[config.mk]
export PLATFORM = sky130hd
export DESIGN_NAME = modem_join_uplink_sequencer_flat
export DESIGN_NICKNAME = d
export VERILOG_FILES = /design/src/sv/mjus_pkg.sv /design/src/sv/mjus_if.sv /design/src/sv/mjus_csr.sv /design/src/sv/mjus_ctrl.sv /design/src/sv/mjus_dp.sv /design/src/sv/modem_join_uplink_sequencer.sv /design/src/flat_wrapper.sv
export VERILOG_INCLUDE_DIRS = /design/src /design/src/sv
export SDC_FILE = /design/constraint.sdc
export NUM_CORES = 1
export LEC_CHECK = 0
export BUFFER_PORTS_ARGS = -buffer_cell sky130_fd_sc_hd__buf_2
export CAP_MARGIN = 20
export CORE_MARGIN = 1
export CORE_UTILIZATION = 65
export DETAILED_ROUTE_END_ITERATION = 10
export PLACE_DENSITY = 0.88
export RECOVER_POWER = 100
export REMOVE_ABC_BUFFERS = 1
export SLEW_MARGIN = 20
export SYNTH_ARGS = -nofsm -noshare
export SYNTH_HDL_FRONTEND = slang
export SYNTH_HIERARCHICAL = 1
export SYNTH_SLANG_ARGS = --single-unit
[constraint.sdc]
create_clock -name clock -period 19.4 [get_ports clock]
set_input_delay 0.97 -clock clock [delete_from_list [all_inputs] [get_ports clock]]
set_output_delay 0.97 -clock clock [all_outputs]
set_load 0.05 [all_outputs]
[src/sv/modem_join_uplink_sequencer_defines.svh]
// Assertion macros used by the sequencer datapath
`ifndef MODEM_JOIN_UPLINK_SEQUENCER_DEFINES_SVH
`define MODEM_JOIN_UPLINK_SEQUENCER_DEFINES_SVH
// clocked check, held off while reset is high
`define MJUS_ASSERT(label, prop) \
   label: assert property (@(posedge clock) disable iff (reset) prop) \
      else $error("mjus check failed");
// clocked check, also sampled during reset
`define MJUS_ASSERT_ALWAYS(label, prop) \
   label: assert property (@(posedge clock) prop) else $error("mjus check failed");
`endif

[src/sv/mjus_pkg.sv]
// Package: state numbers, codes and shared types of the join/uplink sequencer
`timescale 1ns / 1ps
package mjus_pkg;
   localparam logic [4:0] ST_STARTUP     = 5'd0;
   localparam logic [4:0] ST_PING        = 5'd1;
   localparam logic [4:0] ST_LAST_SET    = 5'd8;
   localparam logic [4:0] ST_JOIN        = 5'd9;
   localparam logic [4:0] ST_JOIN_WAIT   = 5'd10;
   localparam logic [4:0] ST_ADC_START   = 5'd11;
   localparam logic [4:0] ST_ADC_WAIT    = 5'd12;
   localparam logic [4:0] ST_UPLINK      = 5'd13;
   localparam logic [4:0] ST_UPLINK_WAIT = 5'd14;
   localparam logic [4:0] ST_SLEEP       = 5'd15;
   localparam logic [4:0] ST_FAULT       = 5'd16;

   localparam logic [3:0] CMD_NONE     = 4'd0;
   localparam logic [3:0] CMD_JOIN     = 4'd9;
   localparam logic [3:0] CMD_UPLINK   = 4'd10;
   localparam logic [3:0] CMD_LOWPOWER = 4'd11;

   localparam logic [1:0] OP_BOOT = 2'd0;
   localparam logic [1:0] OP_TICK = 2'd1;
   localparam logic [1:0] OP_LINE = 2'd2;
   localparam logic [1:0] OP_ADC  = 2'd3;

   localparam logic [2:0] REG_MAX_JOIN   = 3'd0;
   localparam logic [2:0] REG_MAX_UPLINK = 3'd1;
   localparam logic [2:0] REG_SETUP_TO   = 3'd2;
   localparam logic [2:0] REG_JOIN_TO    = 3'd3;
   localparam logic [2:0] REG_UPLINK_TO  = 3'd4;
   localparam logic [2:0] REG_ADC_TO     = 3'd5;
   localparam logic [2:0] REG_BACKOFF    = 3'd6;
   localparam logic [2:0] REG_GAIN       = 3'd7;

   typedef struct packed {
      logic [3:0]  max_join;
      logic [3:0]  max_uplink;
      logic [15:0] setup_to;
      logic [15:0] join_to;
      logic [15:0] uplink_to;
      logic [15:0] adc_to;
      logic [15:0] backoff;
      logic [15:0] gain;
   } cfg_type;

   typedef struct packed {
      logic latch;
      logic exec;
      logic scale;
      logic settle;
   } dp_cmd_type;

   typedef struct packed {
      logic exec_scale;
      logic exec_settle;
      logic settle_done;
   } dp_status_type;
endpackage

[src/sv/mjus_if.sv]
// Channel interfaces: request items in, result items out
`timescale 1ns / 1ps
interface mjus_req_if;
   logic              valid;
   logic              ready;
   logic [1:0]        opcode;
   logic              adc_ok;
   logic              line_success;
   logic              line_failure;
   logic              line_error;
   logic              line_join_required;
   logic signed [15:0] adc_sample;
   modport source (output valid, opcode, adc_ok, line_success, line_failure, line_error,
                   line_join_required, adc_sample, input ready);
   modport sink (input valid, opcode, adc_ok, line_success, line_failure, line_error,
                 line_join_required, adc_sample, output ready);
endinterface

interface mjus_rsp_if;
   logic        valid;
   logic        ready;
   logic [3:0]  command;
   logic        adc_start;
   logic [13:0] pressure_centi;
   logic [12:0] current_centi;
   logic        sleep_request;
   logic [4:0]  node_state;
   modport source (output valid, command, adc_start, pressure_centi, current_centi,
                   sleep_request, node_state, input ready);
   modport sink (input valid, command, adc_start, pressure_centi, current_centi,
                 sleep_request, node_state, output ready);
endinterface

[src/sv/mjus_csr.sv]
// Configuration register bank behind the APB-style port
`timescale 1ns / 1ps
module mjus_csr (
   input  logic           clock,
   input  logic           reset,
   input  logic           psel,
   input  logic           penable,
   input  logic           pwrite,
   input  logic [4:0]     paddr,
   input  logic [31:0]    pwdata,
   output logic [31:0]    prdata,
   output logic           pready,
   output mjus_pkg::cfg_type cfg
);
   import mjus_pkg::*;

   cfg_type cfg_ff;
   cfg_type cfg_in;
   logic [2:0] idx;
   logic       wr;

   assign idx    = paddr[4:2];
   assign wr     = psel & penable & pwrite;
   assign pready = 1'b1;
   assign cfg    = cfg_ff;

   always_comb begin
      cfg_in = cfg_ff;
      if (wr) begin
         case (idx)
            REG_MAX_JOIN:   cfg_in.max_join   = pwdata[3:0];
            REG_MAX_UPLINK: cfg_in.max_uplink = pwdata[3:0];
            REG_SETUP_TO:   cfg_in.setup_to   = pwdata[15:0];
            REG_JOIN_TO:    cfg_in.join_to    = pwdata[15:0];
            REG_UPLINK_TO:  cfg_in.uplink_to  = pwdata[15:0];
            REG_ADC_TO:     cfg_in.adc_to     = pwdata[15:0];
            REG_BACKOFF:    cfg_in.backoff    = pwdata[15:0];
            REG_GAIN:       cfg_in.gain       = pwdata[15:0];
            default:        cfg_in = cfg_ff;
         endcase
      end
   end

   always_comb begin
      case (idx)
         REG_MAX_JOIN:   prdata = {28'd0, cfg_ff.max_join};
         REG_MAX_UPLINK: prdata = {28'd0, cfg_ff.max_uplink};
         REG_SETUP_TO:   prdata = {16'd0, cfg_ff.setup_to};
         REG_JOIN_TO:    prdata = {16'd0, cfg_ff.join_to};
         REG_UPLINK_TO:  prdata = {16'd0, cfg_ff.uplink_to};
         REG_ADC_TO:     prdata = {16'd0, cfg_ff.adc_to};
         REG_BACKOFF:    prdata = {16'd0, cfg_ff.backoff};
         REG_GAIN:       prdata = {16'd0, cfg_ff.gain};
         default:        prdata = 32'd0;
      endcase
   end

   always_ff @(posedge clock) begin
      if (reset) begin
         cfg_ff.max_join   <= 4'd3;
         cfg_ff.max_uplink <= 4'd3;
         cfg_ff.setup_to   <= 16'd3000;
         cfg_ff.join_to    <= 16'd30000;
         cfg_ff.uplink_to  <= 16'd20000;
         cfg_ff.adc_to     <= 16'd200;
         cfg_ff.backoff    <= 16'd2500;
         cfg_ff.gain       <= 16'd4965;
      end else begin
         cfg_ff <= cfg_in;
      end
   end
endmodule

[src/sv/mjus_ctrl.sv]
// Controller: steps one item through apply, scale and settle phases
`timescale 1ns / 1ps
module mjus_ctrl (
   input  logic                     clock,
   input  logic                     reset,
   input  logic                     req_valid,
   output logic                     req_ready,
   output logic                     rsp_valid,
   input  logic                     rsp_ready,
   input  mjus_pkg::dp_status_type  status,
   output mjus_pkg::dp_cmd_type     cmd
);
   import mjus_pkg::*;

   typedef enum logic [4:0] {
      C_IDLE   = 5'b00001,
      C_EXEC   = 5'b00010,
      C_SCALE  = 5'b00100,
      C_SETTLE = 5'b01000,
      C_OUT    = 5'b10000
   } ctrl_state_type;

   ctrl_state_type state_ff, state_in;

   assign req_ready  = (state_ff == C_IDLE);
   assign rsp_valid  = (state_ff == C_OUT);
   assign cmd.latch  = (state_ff == C_IDLE) & req_valid;
   assign cmd.exec   = (state_ff == C_EXEC);
   assign cmd.scale  = (state_ff == C_SCALE);
   assign cmd.settle = (state_ff == C_SETTLE);

   always_comb begin
      state_in = state_ff;
      case (state_ff)
         C_IDLE:   if (req_valid) state_in = C_EXEC;
         C_EXEC: begin
            if (status.exec_scale)       state_in = C_SCALE;
            else if (status.exec_settle) state_in = C_SETTLE;
            else                         state_in = C_OUT;
         end
         C_SCALE:  state_in = C_SETTLE;
         C_SETTLE: if (status.settle_done) state_in = C_OUT;
         C_OUT:    if (rsp_ready) state_in = C_IDLE;
         default:  state_in = C_IDLE;
      endcase
   end

   always_ff @(posedge clock) begin
      if (reset) state_ff <= C_IDLE;
      else       state_ff <= state_in;
   end
endmodule

[src/sv/mjus_dp.sv]
// Datapath: sequencer state, timers, counters and payload scaling
`timescale 1ns / 1ps
module mjus_dp (
   input  logic                     clock,
   input  logic                     reset,
   input  mjus_pkg::cfg_type        cfg,
   input  mjus_pkg::dp_cmd_type     cmd,
   output mjus_pkg::dp_status_type  status,
   input  logic [1:0]               opcode,
   input  logic                     adc_ok,
   input  logic                     line_success,
   input  logic                     line_failure,
   input  logic                     line_error,
   input  logic                     line_join_required,
   input  logic signed [15:0]       adc_sample,
   output logic [3:0]               command,
   output logic                     adc_start,
   output logic [13:0]              pressure_centi,
   output logic [12:0]              current_centi,
   output logic                     sleep_request,
   output logic [4:0]               node_state
);
   import mjus_pkg::*;
   `include "modem_join_uplink_sequencer_defines.svh"

   localparam logic signed [32:0] PRESS_OFFSET = 33'sd26214400;

   // latched item
   logic [1:0]         op_ff;
   logic               ok_ff, succ_ff, fail_ff, err_ff, jr_ff;
   logic signed [15:0] sample_ff;

   logic [4:0]  state_ff, state_in;
   logic        entry_ff, entry_in;
   logic        act_ff, act_in;
   logic [4:0]  on_ok_ff, on_ok_in, on_bad_ff, on_bad_in;
   logic [15:0] cel_ff, cel_in, sel_ff, sel_in, ael_ff, ael_in;
   logic [3:0]  jc_ff, jc_in, uc_ff, uc_in;
   logic        rj_ff, rj_in;
   logic [13:0] pw_ff, pw_in;
   logic [12:0] cw_ff, cw_in;
   logic [3:0]  ocmd_ff, ocmd_in;
   logic        oadc_ff, oadc_in;
   logic signed [32:0] prod_ff;
   logic signed [32:0] prod_in;

   logic        jump, res_en, res_ok, entering;
   logic [4:0]  tgt;
   logic [15:0] se, cel_inc, sel_inc, ael_inc, to_sel;
   logic [32:0] csum;
   logic [32:0] pdiff;
   logic [37:0] pnum;
   logic [37:0] psum;

   function automatic logic [15:0] sat_inc(input logic [15:0] v);
      sat_inc = (v == 16'hFFFF) ? v : v + 16'd1;
   endfunction

   function automatic logic signed [32:0] adc_sample_mul(input logic signed [15:0] s,
                                                         input logic [15:0] g);
      adc_sample_mul = 33'(s * $signed({1'b0, g}));
   endfunction

   assign cel_inc  = sat_inc(cel_ff);
   assign sel_inc  = sat_inc(sel_ff);
   assign ael_inc  = sat_inc(ael_ff);
   assign entering = ~entry_ff;
   assign se       = entering ? 16'd0 : sel_ff;
   assign to_sel   = (state_ff == ST_JOIN) ? cfg.join_to :
                     (state_ff == ST_UPLINK) ? cfg.uplink_to : cfg.setup_to;
   assign prod_in  = adc_sample_mul(sample_ff, cfg.gain);

   assign csum  = 33'(prod_ff) + 33'd32768;
   assign pdiff = 33'(prod_ff - PRESS_OFFSET);
   assign pnum  = ({5'd0, pdiff} << 4) + ({5'd0, pdiff} << 3) + {5'd0, pdiff};
   assign psum  = pnum + 38'd131072;

   assign status.exec_scale  = (op_ff == OP_ADC) && (state_ff == ST_ADC_WAIT);
   assign status.exec_settle = (state_ff == ST_STARTUP) ? (op_ff == OP_BOOT) :
                               (state_ff == ST_SLEEP) ? 1'b0 :
                               (op_ff == OP_TICK) || (op_ff == OP_LINE) ||
                               (op_ff == OP_ADC && state_ff == ST_ADC_WAIT);
   assign status.settle_done = entry_in;

   always_comb begin
      state_in = state_ff; entry_in = entry_ff; act_in = act_ff;
      on_ok_in = on_ok_ff; on_bad_in = on_bad_ff;
      cel_in = cel_ff; sel_in = sel_ff; ael_in = ael_ff;
      jc_in = jc_ff; uc_in = uc_ff; rj_in = rj_ff;
      pw_in = pw_ff; cw_in = cw_ff;
      ocmd_in = ocmd_ff; oadc_in = oadc_ff;
      jump = 1'b0; tgt = state_ff; res_en = 1'b0; res_ok = 1'b0;
      if (cmd.latch) begin
         ocmd_in = CMD_NONE;
         oadc_in = 1'b0;
      end else if (cmd.exec) begin
         if (state_ff == ST_STARTUP) begin
            if (op_ff == OP_BOOT) begin
               jump = 1'b1;
               tgt  = ok_ff ? ST_PING : ST_FAULT;
            end
         end else if (state_ff != ST_SLEEP) begin
            case (op_ff)
               OP_TICK: begin
                  cel_in = cel_inc; sel_in = sel_inc; ael_in = ael_inc;
                  if (act_ff && cel_inc >= to_sel) res_en = 1'b1;
               end
               OP_LINE: begin
                  if (jr_ff) rj_in = 1'b1;
                  if (act_ff) begin
                     if (fail_ff || err_ff) res_en = 1'b1;
                     else if (succ_ff) begin
                        res_en = 1'b1; res_ok = 1'b1;
                     end
                  end
               end
               OP_ADC: begin
                  if (state_ff == ST_ADC_WAIT) begin
                     jump = 1'b1; tgt = ST_UPLINK;
                  end
               end
               default: jump = 1'b0;
            endcase
            if (res_en) begin
               act_in = 1'b0; on_ok_in = ST_FAULT; on_bad_in = ST_FAULT;
               jump = 1'b1;
               tgt  = res_ok ? on_ok_ff : on_bad_ff;
               if (res_ok && state_ff == ST_JOIN)   jc_in = 4'd0;
               if (res_ok && state_ff == ST_UPLINK) uc_in = 4'd0;
            end
         end
      end else if (cmd.scale) begin
         // current: round Q16, clamp; pressure: (mA-4)/16 in centi units
         if (prod_ff <= 0) cw_in = 13'd0;
         else if (csum[32:16] > 17'd6553) cw_in = 13'd6553;
         else cw_in = csum[28:16];
         if (prod_ff <= PRESS_OFFSET) pw_in = 14'd0;
         else if (psum[37:18] > 20'd10000) pw_in = 14'd10000;
         else pw_in = psum[31:18];
      end else if (cmd.settle) begin
         if (entering) begin
            entry_in = 1'b1;
            sel_in   = 16'd0;
         end
         case (state_ff)
            ST_STARTUP: jump = 1'b0;
            ST_JOIN: begin
               if (entering) begin
                  rj_in = 1'b0;
                  if (jc_ff >= cfg.max_join) begin
                     jump = 1'b1; tgt = ST_SLEEP;
                  end else begin
                     jc_in = jc_ff + 4'd1;
                     act_in = 1'b1; cel_in = 16'd0;
                     on_ok_in = ST_ADC_START; on_bad_in = ST_JOIN_WAIT;
                     ocmd_in = CMD_JOIN;
                  end
               end
            end
            ST_JOIN_WAIT: begin
               if (se >= cfg.backoff) begin
                  jump = 1'b1; tgt = ST_JOIN;
               end
            end
            ST_ADC_START: begin
               if (entering) begin
                  oadc_in = 1'b1; ael_in = 16'd0;
                  jump = 1'b1; tgt = ST_ADC_WAIT;
               end
            end
            ST_ADC_WAIT: begin
               if (ael_ff >= cfg.adc_to) begin
                  jump = 1'b1; tgt = ST_FAULT;
               end
            end
            ST_UPLINK: begin
               if (entering) begin
                  if (uc_ff >= cfg.max_uplink) begin
                     jump = 1'b1; tgt = ST_SLEEP;
                  end else begin
                     uc_in = uc_ff + 4'd1;
                     act_in = 1'b1; cel_in = 16'd0;
                     on_ok_in = ST_SLEEP; on_bad_in = ST_UPLINK_WAIT;
                     ocmd_in = CMD_UPLINK;
                  end
               end
            end
            ST_UPLINK_WAIT: begin
               if (se >= cfg.backoff) begin
                  jump = 1'b1; tgt = rj_ff ? ST_JOIN : ST_UPLINK;
               end
            end
            ST_SLEEP: begin
               if (entering) begin
                  act_in = 1'b0; on_ok_in = ST_FAULT; on_bad_in = ST_FAULT;
                  ocmd_in = CMD_LOWPOWER;
               end
            end
            ST_FAULT: begin
               if (entering) begin
                  jump = 1'b1; tgt = ST_SLEEP;
               end
            end
            default: begin
               if (state_ff inside {[ST_PING:ST_LAST_SET]}) begin
                  if (entering) begin
                     act_in = 1'b1; cel_in = 16'd0;
                     on_ok_in = state_ff + 5'd1; on_bad_in = ST_FAULT;
                     ocmd_in = state_ff[3:0];
                  end
               end else begin
                  jump = 1'b1; tgt = ST_FAULT;
               end
            end
         endcase
      end
      if (jump && tgt != state_ff) begin
         state_in = tgt;
         entry_in = 1'b0;
      end
   end

   always_ff @(posedge clock) begin
      if (cmd.latch) begin
         op_ff <= opcode; ok_ff <= adc_ok; succ_ff <= line_success;
         fail_ff <= line_failure; err_ff <= line_error; jr_ff <= line_join_required;
         sample_ff <= adc_sample;
      end
      if (cmd.exec) prod_ff <= prod_in;
   end

   always_ff @(posedge clock) begin
      if (reset) begin
         state_ff <= ST_STARTUP; entry_ff <= 1'b0; act_ff <= 1'b0;
         on_ok_ff <= ST_FAULT; on_bad_ff <= ST_FAULT;
         cel_ff <= 16'd0; sel_ff <= 16'd0; ael_ff <= 16'd0;
         jc_ff <= 4'd0; uc_ff <= 4'd0; rj_ff <= 1'b0;
         pw_ff <= 14'd0; cw_ff <= 13'd0;
         ocmd_ff <= CMD_NONE; oadc_ff <= 1'b0;
      end else begin
         state_ff <= state_in; entry_ff <= entry_in; act_ff <= act_in;
         on_ok_ff <= on_ok_in; on_bad_ff <= on_bad_in;
         cel_ff <= cel_in; sel_ff <= sel_in; ael_ff <= ael_in;
         jc_ff <= jc_in; uc_ff <= uc_in; rj_ff <= rj_in;
         pw_ff <= pw_in; cw_ff <= cw_in;
         ocmd_ff <= ocmd_in; oadc_ff <= oadc_in;
      end
   end

   assign command        = ocmd_ff;
   assign adc_start      = oadc_ff;
   assign pressure_centi = pw_ff;
   assign current_centi  = cw_ff;
   assign sleep_request  = (state_ff == ST_SLEEP);
   assign node_state     = state_ff;

   `MJUS_ASSERT(a_sleep_holds, state_ff == ST_SLEEP |=> state_ff == ST_SLEEP)
   `MJUS_ASSERT(a_cmd_state,
      act_ff |-> ((state_ff >= ST_PING && state_ff <= ST_JOIN) || state_ff == ST_UPLINK))
   `MJUS_ASSERT(a_latch_clears, cmd.latch |=> (ocmd_ff == CMD_NONE && !oadc_ff))
endmodule

[src/sv/modem_join_uplink_sequencer.sv]
// Top level: modem join/uplink sequencer with APB-style configuration port
//
//  channel   dir   handshake          payload
//  req_if    in    valid/ready        opcode, adc_ok, line flags, adc_sample
//  rsp_if    out   valid/ready        command, adc_start, payload words, state
//  csr       in    psel/penable/pready  paddr, pwdata, prdata
//
// One item at a time: accept, apply the event, an optional scaling step for
// a conversion result, then a settle step for each state visited (none to four),
// then the result item waits in its register until it is taken.
// The settle walk follows chained state entries until one needs no jump.
// Reset is synchronous and clears sequencer state and outputs, not the latched item.
// A stalled result holds the block; no item is taken until it is delivered.
`timescale 1ns / 1ps
module modem_join_uplink_sequencer (
   input  logic        clock,
   input  logic        reset,
   mjus_req_if.sink    req_if,
   mjus_rsp_if.source  rsp_if,
   input  logic        psel,
   input  logic        penable,
   input  logic        pwrite,
   input  logic [4:0]  paddr,
   input  logic [31:0] pwdata,
   output logic [31:0] prdata,
   output logic        pready
);
   import mjus_pkg::*;

   cfg_type       cfg;
   dp_cmd_type    cmd;
   dp_status_type status;

   // register bank: eight registers at word addresses
   mjus_csr u_csr (
      .clock, .reset, .psel, .penable, .pwrite, .paddr, .pwdata, .prdata, .pready,
      .cfg
   );

   // sequencing of the phases of one item
   mjus_ctrl u_ctrl (
      .clock, .reset,
      .req_valid (req_if.valid),
      .req_ready (req_if.ready),
      .rsp_valid (rsp_if.valid),
      .rsp_ready (rsp_if.ready),
      .status, .cmd
   );

   // state, timers and payload; the outputs are registers
   mjus_dp u_dp (
      .clock, .reset, .cfg, .cmd, .status,
      .opcode             (req_if.opcode),
      .adc_ok             (req_if.adc_ok),
      .line_success       (req_if.line_success),
      .line_failure       (req_if.line_failure),
      .line_error         (req_if.line_error),
      .line_join_required (req_if.line_join_required),
      .adc_sample         (req_if.adc_sample),
      .command            (rsp_if.command),
      .adc_start          (rsp_if.adc_start),
      .pressure_centi     (rsp_if.pressure_centi),
      .current_centi      (rsp_if.current_centi),
      .sleep_request      (rsp_if.sleep_request),
      .node_state         (rsp_if.node_state)
   );
endmodule
[src/flat_wrapper.sv]
// flat-port wrapper written by rule: the top's interface ports become plain ports
module modem_join_uplink_sequencer_flat import mjus_pkg::*;
  (clock, reset, psel, penable, pwrite, paddr, pwdata, prdata, pready, req_if_valid, req_if_opcode, req_if_adc_ok, req_if_line_success, req_if_line_failure, req_if_line_error, req_if_line_join_required, req_if_adc_sample, req_if_ready, rsp_if_valid, rsp_if_command, rsp_if_adc_start, rsp_if_pressure_centi, rsp_if_current_centi, rsp_if_sleep_request, rsp_if_node_state, rsp_if_ready);
  mjus_req_if req_if_i ();
  mjus_rsp_if rsp_if_i ();
  input  logic clock;
  input  logic reset;
  input  logic psel;
  input  logic penable;
  input  logic pwrite;
  input  logic [4:0] paddr;
  input  logic [31:0] pwdata;
  output logic [31:0] prdata;
  output logic pready;
  input wire logic [$bits(req_if_i.valid)-1:0] req_if_valid;
  input wire logic [$bits(req_if_i.opcode)-1:0] req_if_opcode;
  input wire logic [$bits(req_if_i.adc_ok)-1:0] req_if_adc_ok;
  input wire logic [$bits(req_if_i.line_success)-1:0] req_if_line_success;
  input wire logic [$bits(req_if_i.line_failure)-1:0] req_if_line_failure;
  input wire logic [$bits(req_if_i.line_error)-1:0] req_if_line_error;
  input wire logic [$bits(req_if_i.line_join_required)-1:0] req_if_line_join_required;
  input wire logic [$bits(req_if_i.adc_sample)-1:0] req_if_adc_sample;
  output wire logic [$bits(req_if_i.ready)-1:0] req_if_ready;
  output wire logic [$bits(rsp_if_i.valid)-1:0] rsp_if_valid;
  output wire logic [$bits(rsp_if_i.command)-1:0] rsp_if_command;
  output wire logic [$bits(rsp_if_i.adc_start)-1:0] rsp_if_adc_start;
  output wire logic [$bits(rsp_if_i.pressure_centi)-1:0] rsp_if_pressure_centi;
  output wire logic [$bits(rsp_if_i.current_centi)-1:0] rsp_if_current_centi;
  output wire logic [$bits(rsp_if_i.sleep_request)-1:0] rsp_if_sleep_request;
  output wire logic [$bits(rsp_if_i.node_state)-1:0] rsp_if_node_state;
  input wire logic [$bits(rsp_if_i.ready)-1:0] rsp_if_ready;
  assign req_if_i.valid = req_if_valid;
  assign req_if_i.opcode = req_if_opcode;
  assign req_if_i.adc_ok = req_if_adc_ok;
  assign req_if_i.line_success = req_if_line_success;
  assign req_if_i.line_failure = req_if_line_failure;
  assign req_if_i.line_error = req_if_line_error;
  assign req_if_i.line_join_required = req_if_line_join_required;
  assign req_if_i.adc_sample = req_if_adc_sample;
  assign req_if_ready = req_if_i.ready;
  assign rsp_if_valid = rsp_if_i.valid;
  assign rsp_if_command = rsp_if_i.command;
  assign rsp_if_adc_start = rsp_if_i.adc_start;
  assign rsp_if_pressure_centi = rsp_if_i.pressure_centi;
  assign rsp_if_current_centi = rsp_if_i.current_centi;
  assign rsp_if_sleep_request = rsp_if_i.sleep_request;
  assign rsp_if_node_state = rsp_if_i.node_state;
  assign rsp_if_i.ready = rsp_if_ready;
  modem_join_uplink_sequencer u_core (.clock(clock), .reset(reset), .req_if(req_if_i), .rsp_if(rsp_if_i), .psel(psel), .penable(penable), .pwrite(pwrite), .paddr(paddr), .pwdata(pwdata), .prdata(prdata), .pready(pready));
endmodule
==> impl_summary.txt, run 1 <==
----------------------------------------------------
[Yosys]
  Synthesis warning total ... 6
  Synthesized instance count ... 3110
  Register bit count reported by yosys ... about 270
  Unique masters post-synth ... 96
  Sequential fraction of the synthesis area ... 0.224
  Post-synth EDFFs ... 56
  Async set or reset register ratio after synthesis ... 0
  Most common flop cell mapped by yosys ... dfxtp_1
  Post-synthesis average cell area ... ~8.5 µm²
  Post-synthesis cell area ... 26500 µm²

[Clocking]
  Number of buffers inserted by post-CTS setup repair ... 0
  Clock tree from TritonCTS ... built
  Number of sinks driven by the clock tree ... around 270
  Clock Pin Slew Worst Setup and Hold Paths ... ~0.060 ns
  Root buf cell ... clkbuf_16
  Clk_lat worst skew ... ~0.62 ns
  Resize count post-CTS ... 0
  Largest buffer count on any clock path ... 3
  H-tree depth ... 1
  Total CTS buffers ... 30
  Number of hold buffers added after cts ... 0

[Placement]
  Port-buffer cells ... 104
  GP Congestion ... between 0.9 and 1
  Detail Placement HPWL ... approximately 53000 µm

[Detailed routing]
  Drt pass-1 iters ... 6
  Wire length on met2 ... approximately 35000 µm
  Total vias in the final route ... about 23000
  Residual DRC ... 0
  Wl on met1 ... 27600 µm
  Avg Vias per Cell ... 6.28
  Total met3 wirelength after detailed routing ... 5670 µm
  Remaining antenna violation count after routing ... 0
  Average wire per standard cell ... roughly 20 µm
  Overall routed net length ... ~70000 µm
  1st-iter DRT viols ... ~2300
  Top routing layer in use ... met4

[STA]
  Measured slew at the worst slew-check pin ... about 5.0 ns
  Final setup vio count ... 0
  Rel. slew slack ... -2.32
  Final Critical Period ... about 7.7 ns
  Final sum of negative setup slack ... 0 ns
  Final Hold Fails ... 0
  Largest clock skew in the final design ... 0.0689 ns
  Peak clock frequency supported by timing ... 130 MHz
  Fraction of the cycle the final worst path needs ... 0.398
  Unrepaired setup endpoints after global routing ... no
  Slew Limit Fails ... approximately 370

[Min path]
  Worst-case hold path end point ... u_core/u_dp/on_ok_ff[0]
  Cell depth of the worst hold path ... 2
  Startpoint of the tightest hold check path ... u_core/u_dp/on_ok_ff[0]
  Worst hold path class ... flip-flop to flip-flop

[Finish]
  Layout cells sized above 1 ... 0.0516
  Commonest non-fill, non-tap cell in the layout ... nand2_1
  Filler cells ... 3102
  Number of diodes added for antenna fixing ... 0
  Post-layout nets ... about 3700
  Highest-count cells in the layout ignoring fill and taps ... nand2_1, inv_1, ha_1
  Synth-to-Final Area Change ... 5.61%

[Critical path]
  Crit path arrival time ... 8.03 ns
  Crit path required time ... a little under 20 ns
  Cell depth of the worst flop-to-flop path ... 21
  Minimum setup slack among reg-to-reg paths ... 11.68 ns
  Beginning of the critical path ... u_core/u_dp/sample_ff[15]
  Launch point of the worst reg-to-reg path ... u_core/u_dp/sample_ff[15]
  Reg-to-reg endpoint ... u_core/u_dp/prod_ff[31]
  Crit Path Category ... flip-flop to flip-flop
  Startpoint kind of the worst setup timing path ... flip-flop
  CP endpoint kind ... flip-flop
  Critical Path Fanout Max ... 11

[GRT]
  Largest net degree at the start of global routing ... around 130
  Total track usage ... 0.348
  Via count of the first global-routing pass ... around 24000
  Final global-route overflow total ... 0
  Initial antenna violation count ... 1
  Global-route wire length before repair ... ~120000 µm

[Power and ir drop]
  Worst VDD drop ... between 0.15 and 0.2 mV
  Pwr Density ... 155 nW/µm²
  Static power due to leakage ... approximately 0.013 µW
  Sum of internal, switching and leakage power ... about 4300 µW

[Floorplan]
  # rows ... 73
  Die Wd ... 204 µm
  Count of pins on the block boundary ... 140
  Die H ... 204 µm
  Total core area ... 40000 µm²
  Total die area ... around 42000 µm²
  Starting density of the core ... 0.663

[Status]
  Failing checks ... capacitance limit, slew limit
  Status ... finished with violations

[Run]
  Number of max-cap violations ... 6

----------------------------------------------------
==> synth_stat cells (all sizes together) (17+ instances only) <==
library cell | instances | share of area
nand3 | 55 | 0.011
nand4 | 17 | 0.0046
dfxtp | 213 | 0.16
nand2 | 455 | 0.065
mux2i | 27 | 0.010
fa | 222 | 0.17
a21oi | 212 | 0.040
ha | 277 | 0.13
nor3b | 23 | 0.0065
xnor2 | 56 | 0.019
a221oi | 33 | 0.011
nor2 | 157 | 0.022
nand3b | 42 | 0.012
or3 | 20 | 0.0048
xor2 | 31 | 0.010
nand2b | 31 | 0.0076
a22oi | 23 | 0.0067
inv | 389 | 0.055
o21ai | 78 | 0.015
a211oi | 27 | 0.0080
a21o | 30 | 0.0085
buf | 63 | 0.016
clkbuf | 99 | 0.014
o31ai | 20 | 0.0066
edfxtp | 56 | 0.063
nor3 | 58 | 0.011
and2 | 147 | 0.035
nor2b | 22 | 0.0052
and3 | 25 | 0.0059
==> worst max path at each step <==
stage	endpoint	slack (ns)
after detailed placement	u_core/u_dp/prod_ff[31]	11.90
after floorplan	u_core/u_dp/prod_ff[31]	12.80
after global placement	u_core/u_dp/prod_ff[31]	12.01
after global routing	u_core/u_dp/prod_ff[32]	11.31
after CTS	u_core/u_dp/prod_ff[31]	11.80
final	u_core/u_dp/prod_ff[31]	11.68
==> flip-flops by register name, indices dropped and copies added (netlist names), 2 cells and up <==
register and cells:
u_core/u_csr/cfg 104, u_core/u_dp/prod_ff 33, u_core/u_dp/ael_ff 16, u_core/u_dp/cel_ff 16, u_core/u_dp/sample_ff 16, u_core/u_dp/sel_ff 16
u_core/u_dp/pressure_centi 14, u_core/u_dp/current_centi 13, u_core/u_ctrl/state_ff 5, u_core/u_dp/node_state 5, u_core/u_dp/on_ok_ff 5, u_core/u_dp/command 4
u_core/u_dp/jc_ff 4, u_core/u_dp/uc_ff 4, u_core/u_dp/on_bad_ff 3, u_core/u_dp/op_ff 2
==> per-layer routing <==
| layer | vias up | GRT usage |
|---|---|---|
| li1 | 10433 | - |
| met1 | 11107 | 0.421 |
| met2 | 1220 | 0.606 |
| met3 | 248 | 0.0505 |
| met4 | 0 | 0.170 |
| met5 | - | 0 |
==> metrics by stage <==
step | utilization | std cells | worst slack [ns] | hold slack (ns) | instance area [µm²]
finish | 0.700 | 3664 | 11.68 | 0.453 | 28000
global placement | 0.677 | 3608 | 12.01 | 0.442 | 27100
global route | 0.700 | 3664 | 11.31 | 0.475 | 28000
CTS | 0.703 | 3664 | 11.80 | 0.455 | 28100
floorplan | - | 2963 | 12.80 | 0.426 | 25800
detailed placement | 0.677 | 3608 | 11.90 | 0.443 | 27100
==> cell type report <==
| cell class | count | area [µm²] | area share |
|---|---|---|---|
| multi-input combinational | 2304 | 18400 | 0.656 |
| clock buffer | 38 | 821 | 0.0293 |
| inverter | 390 | 1460 | 0.0523 |
| tap | 525 | 657 | 0.0235 |
| timing repair buffer | 120 | 536 | 0.0191 |
| clock inverter | 18 | 205 | 0.00733 |
| sequential | 269 | 5950 | 0.212 |
==> worst max-delay path, stage by stage (launching register included) <==
cell and delay [ns]:
edfxtp_1 0.73, clkinv_1 0.52, nor2_1 0.28, fa_1 0.45
fa_1 0.53, fa_1 0.52, fa_1 0.53, fa_1 0.56
inv_1 0.06, fa_1 0.53, inv_1 0.04, ha_1 0.37
a21o_1 0.19, a21oi_1 0.16, a21bo_2 0.24, a311o_1 0.36
a41oi_1 0.43, a211oi_1 0.16, nand3b_1 0.23, a31o_2 0.26
a21oi_1 0.18, xnor2_1 0.09
==> logic make-up (layout without fill, tap and decap cells) <==
| kind of cell | Yosys count | after routing | synth area share |
|---|---|---|---|
| compound gates | 557 | 557 | 0.139 |
| fa+ha+maj | 499 | 499 | 0.298 |
| xor+xnor | 87 | 87 | 0.0287 |
| other cells | 2 | 17 | 0.000283 |
| mux | 47 | 47 | 0.0210 |
| simple gates | 1097 | 1097 | 0.203 |
| buf+inv | 552 | 566 | 0.0849 |
| flops | 269 | 269 | 0.224 |
==> power breakdown <==
group | switching [µW] | internal [µW] | total (µW)
Sequential | 58.8 | 688 | 747
Combinational | 1770 | 1220 | 2990
Clock | 248 | 342 | 589
No activity file was read; power rests on OpenSTA's default activity.
==> inputs of run 2 (changes only) <==
--- a/config.mk
+++ b/config.mk
@@ -9,9 +9,9 @@
 export BUFFER_PORTS_ARGS = -buffer_cell sky130_fd_sc_hd__buf_2
 export CAP_MARGIN = 20
 export CORE_MARGIN = 1
-export CORE_UTILIZATION = 65
+export CORE_UTILIZATION = 64
 export DETAILED_ROUTE_END_ITERATION = 10
-export PLACE_DENSITY = 0.88
+export PLACE_DENSITY = 0.87
 export RECOVER_POWER = 100
 export REMOVE_ABC_BUFFERS = 1
 export SLEW_MARGIN = 20
==> constraint.sdc (replaced) <==
create_clock -name clock -period 8 [get_ports clock]
set_input_delay 0.4 -clock clock [delete_from_list [all_inputs] [get_ports clock]]
set_output_delay 0.4 -clock clock [all_outputs]
set_load 0.05 [all_outputs]
==> impl_summary.txt, run 2 (synthesis results as in run 1) <==
----------------------------------------------------
[STA]
  Slew Limit Fails ... 332 (-11%)
  Unrepaired setup endpoints after global routing ... no
  Final Hold Fails ... 0 (unchanged)
  Final sum of negative setup slack ... 0 ns (unchanged)
  Rel. slew slack ... -0.886 (+1.43)
  Largest clock skew in the final design ... 0.0529 ns (-0.0160 ns)
  Final setup vio count ... 0 (unchanged)
  Peak clock frequency supported by timing ... 129 MHz (-0.63%)
  Final Critical Period ... 7.77 ns (+0.0486 ns)
  Measured slew at the worst slew-check pin ... 2.83 ns (-2.15 ns)
  Fraction of the cycle the final worst path needs ... 0.971 (+0.573)

[Clocking]
  Clk_lat worst skew ... 0.63 ns (about the same)
  Root buf cell ... clkbuf_16
  Total CTS buffers ... 31 (+3.3%)
  Number of sinks driven by the clock tree ... 269 (unchanged)
  Clock tree from TritonCTS ... built
  H-tree depth ... 1 (unchanged)
  Largest buffer count on any clock path ... 3 (unchanged)
  Clock Pin Slew Worst Setup and Hold Paths ... 0.06 ns (about the same)
  Number of buffers inserted by post-CTS setup repair ... 0 (unchanged)

[Floorplan]
  Count of pins on the block boundary ... 140 (unchanged)
  # rows ... 74 (+1.4%)
  Total die area ... 42200 µm² (+1.5%)
  Total core area ... 40800 µm² (+2.1%)
  Die H ... 206 µm (+0.77%)
  Die Wd ... 206 µm (+0.77%)
  Starting density of the core ... 0.649 (-0.0134)

[Placement]
  Total instance count after detailed placement ... 3618 (+0.28%)
  Placed Instance Area ... 27100 µm² (+0.11%)
  Port-buffer cells ... 104 (unchanged)
  GP Congestion ... 0.985 (+0.99%)
  Detail Placement HPWL ... 53400 µm (+0.12%)

[Critical path]
  Crit path required time ... 8.34 ns (-11.37 ns)
  CP endpoint kind ... flip-flop
  Delay contributed by the slowest stage of the critical path ... 0.77 ns (+0.04 ns)
  Cell occurring most often along the worst timing path ... fa_1
  Series of cell instances along the critical path ... clkinvlp_4 -> nor2_1 -> fa_1 -> fa_1 -> fa_1 -> fa_1 -> fa_1 -> inv_1 -> fa_1 -> inv_1 -> ha_1 -> a21o_1 -> a21oi_1 -> a21bo_2 -> a311o_1 -> a41oi_1 -> a211oi_1 -> nand3b_1 -> a31o_2 -> a21oi_1 -> xnor2_1
  Cell type group with the largest total delay on the critical path ... adder cells
  Critical Path Fanout Max ... 11 (unchanged)
  Crit Path Category ... flip-flop to flip-flop
  Crit path arrival time ... 8.11 ns (+0.08 ns)
  Count of buffer and inverter cells on the critical path ... 3 (unchanged)
  Critical Path Slowest Stage Cell ... edfxtp_1
  Startpoint kind of the worst setup timing path ... flip-flop
  Minimum setup slack among reg-to-reg paths ... 0.23 ns (-11.45 ns)

[GRT]
  Total track usage ... 0.346 (-0.00239)
  Final global-route overflow total ... 0 (unchanged)
  Global-route wire length before repair ... 117000 µm (-0.55%)
  Initial antenna violation count ... 0 (-1)
  Largest net degree at the start of global routing ... 118 (-7.1%)
  Via count of the first global-routing pass ... 23570 (-0.61%)

[Detailed routing]
  1st-iter DRT viols ... 2244 (-2.7%)
  Total vias in the final route ... 23102 (+0.41%)
  Average wire per standard cell ... 19.4 µm (-0.69%)
  Avg Vias per Cell ... 6.24 (-0.60%)
  Remaining antenna violation count after routing ... 0 (unchanged)
  Drt pass-1 iters ... 7 (+1)
  Residual DRC ... 0 (unchanged)
  Overall routed net length ... 71800 µm (+0.31%)

[Finish]
  Finished Core Util ... 0.694 (-0.00570)
  Commonest non-fill, non-tap cell in the layout ... nand2_1
  Post-layout nets ... 3710 (+0.79%)
  Synth-to-Final Area Change ... 6.91%
  Highest-count cells in the layout ignoring fill and taps ... nand2_1, inv_1, ha_1
  Number of flip-flops in the largest register ... 104 (unchanged)
  Post-Layout Cell Count ... 3701 (+1.0%)
  Final cell area excluding filler cells ... 28300 µm² (+1.2%)
  Number of diodes added for antenna fixing ... 0 (unchanged)
  Layout cells sized above 1 ... 0.0521 (+0.000458)

[Status]
  Status ... finished with violations
  Failing checks ... capacitance limit, slew limit

[Min path]
  Worst hold path class ... primary input to flip-flop

[Run]
  Number of max-cap violations ... 7 (+1)

[Power and ir drop]
  Worst VDD drop ... 0.482 mV (+140%)
  Pwr Density ... 373 nW/µm² (+140%)
  Static power due to leakage ... 0.0127 µW (+1.1%)

----------------------------------------------------
## run 2: worst paths after layout
| path | start | endpoint | cells after the start |
|---|---|---|---|
| hold reg to reg | u_core/u_dp/on_ok_ff[0] | u_core/u_dp/on_ok_ff[0] | 2 |
| setup reg to reg | u_core/u_dp/sample_ff[15] | u_core/u_dp/prod_ff[31] | 21 |
| setup / recovery | u_core/u_dp/sample_ff[15] | u_core/u_dp/prod_ff[31] | 21 |
| hold / removal | pwdata[5] | u_core/u_csr/cfg[37] | 3 |
## run 2: final cells by class
cell class	count	area [µm²]
clock inverters	21	283
fillers	3134	12500
well taps	532	666
multi-input cells	2304	18400
repair buffers	148	801
clock buffers	37	818
flip-flops and latches	269	5950
inverters	390	1470
## run 2: report_power, final
| part | internal, µW | leakage (µW) | switching, µW |
|---|---|---|---|
| clock | 903 | 0.000539 | 635 |
| sequential | 1670 | 0.00223 | 140 |
| combinational | 2960 | 0.00991 | 4250 |
| total | 5530 | 0.0127 | 5030 |
## run 2: layer usage
| layer | global-route usage | up-vias | part of all wire |
|---|---|---|---|
| met3 | 0.0513 | 287 | 0.084 |
| li1 | - | 10513 | - |
| met2 | 0.594 | 1176 | 0.48 |
| met4 | 0.197 | 0 | 0.059 |
| met5 | 0 | - | 0 |
| met1 | 0.413 | 11126 | 0.37 |
## run 2: per-stage QoR
| stage | setup WS (ns) | total power (µW) | hold WS, ns |
|---|---|---|---|
| after global placement | 0.708 | 8680 | 0.439 |
| after floorplan | 1.40 | 7270 | 0.426 |
| final | 0.230 | 10600 | 0.0835 |
| after CTS | 0.386 | 10500 | 0.0706 |
| after global routing | 0.0240 | 11500 | 0.0913 |
| after detailed placement | 0.440 | 8910 | 0.448 |
## run 2: worst reg2reg max path, delay by kind of cell, from the launching register on
kind            cells  cell delay [ns]
fa+ha+maj           7             3.53
compound gates      8             2.07
flops               1             0.77
buf+inv             3             0.56
simple gates        2             0.47
xor+xnor            1             0.09
## run 2: repair_timing
item                                   4_1_cts  5_1_grt
gates resized for setup                      0        1
hold buffers                                23        0
setup endpoints to repair                    0        2
endpoints found under the hold margin       23        0
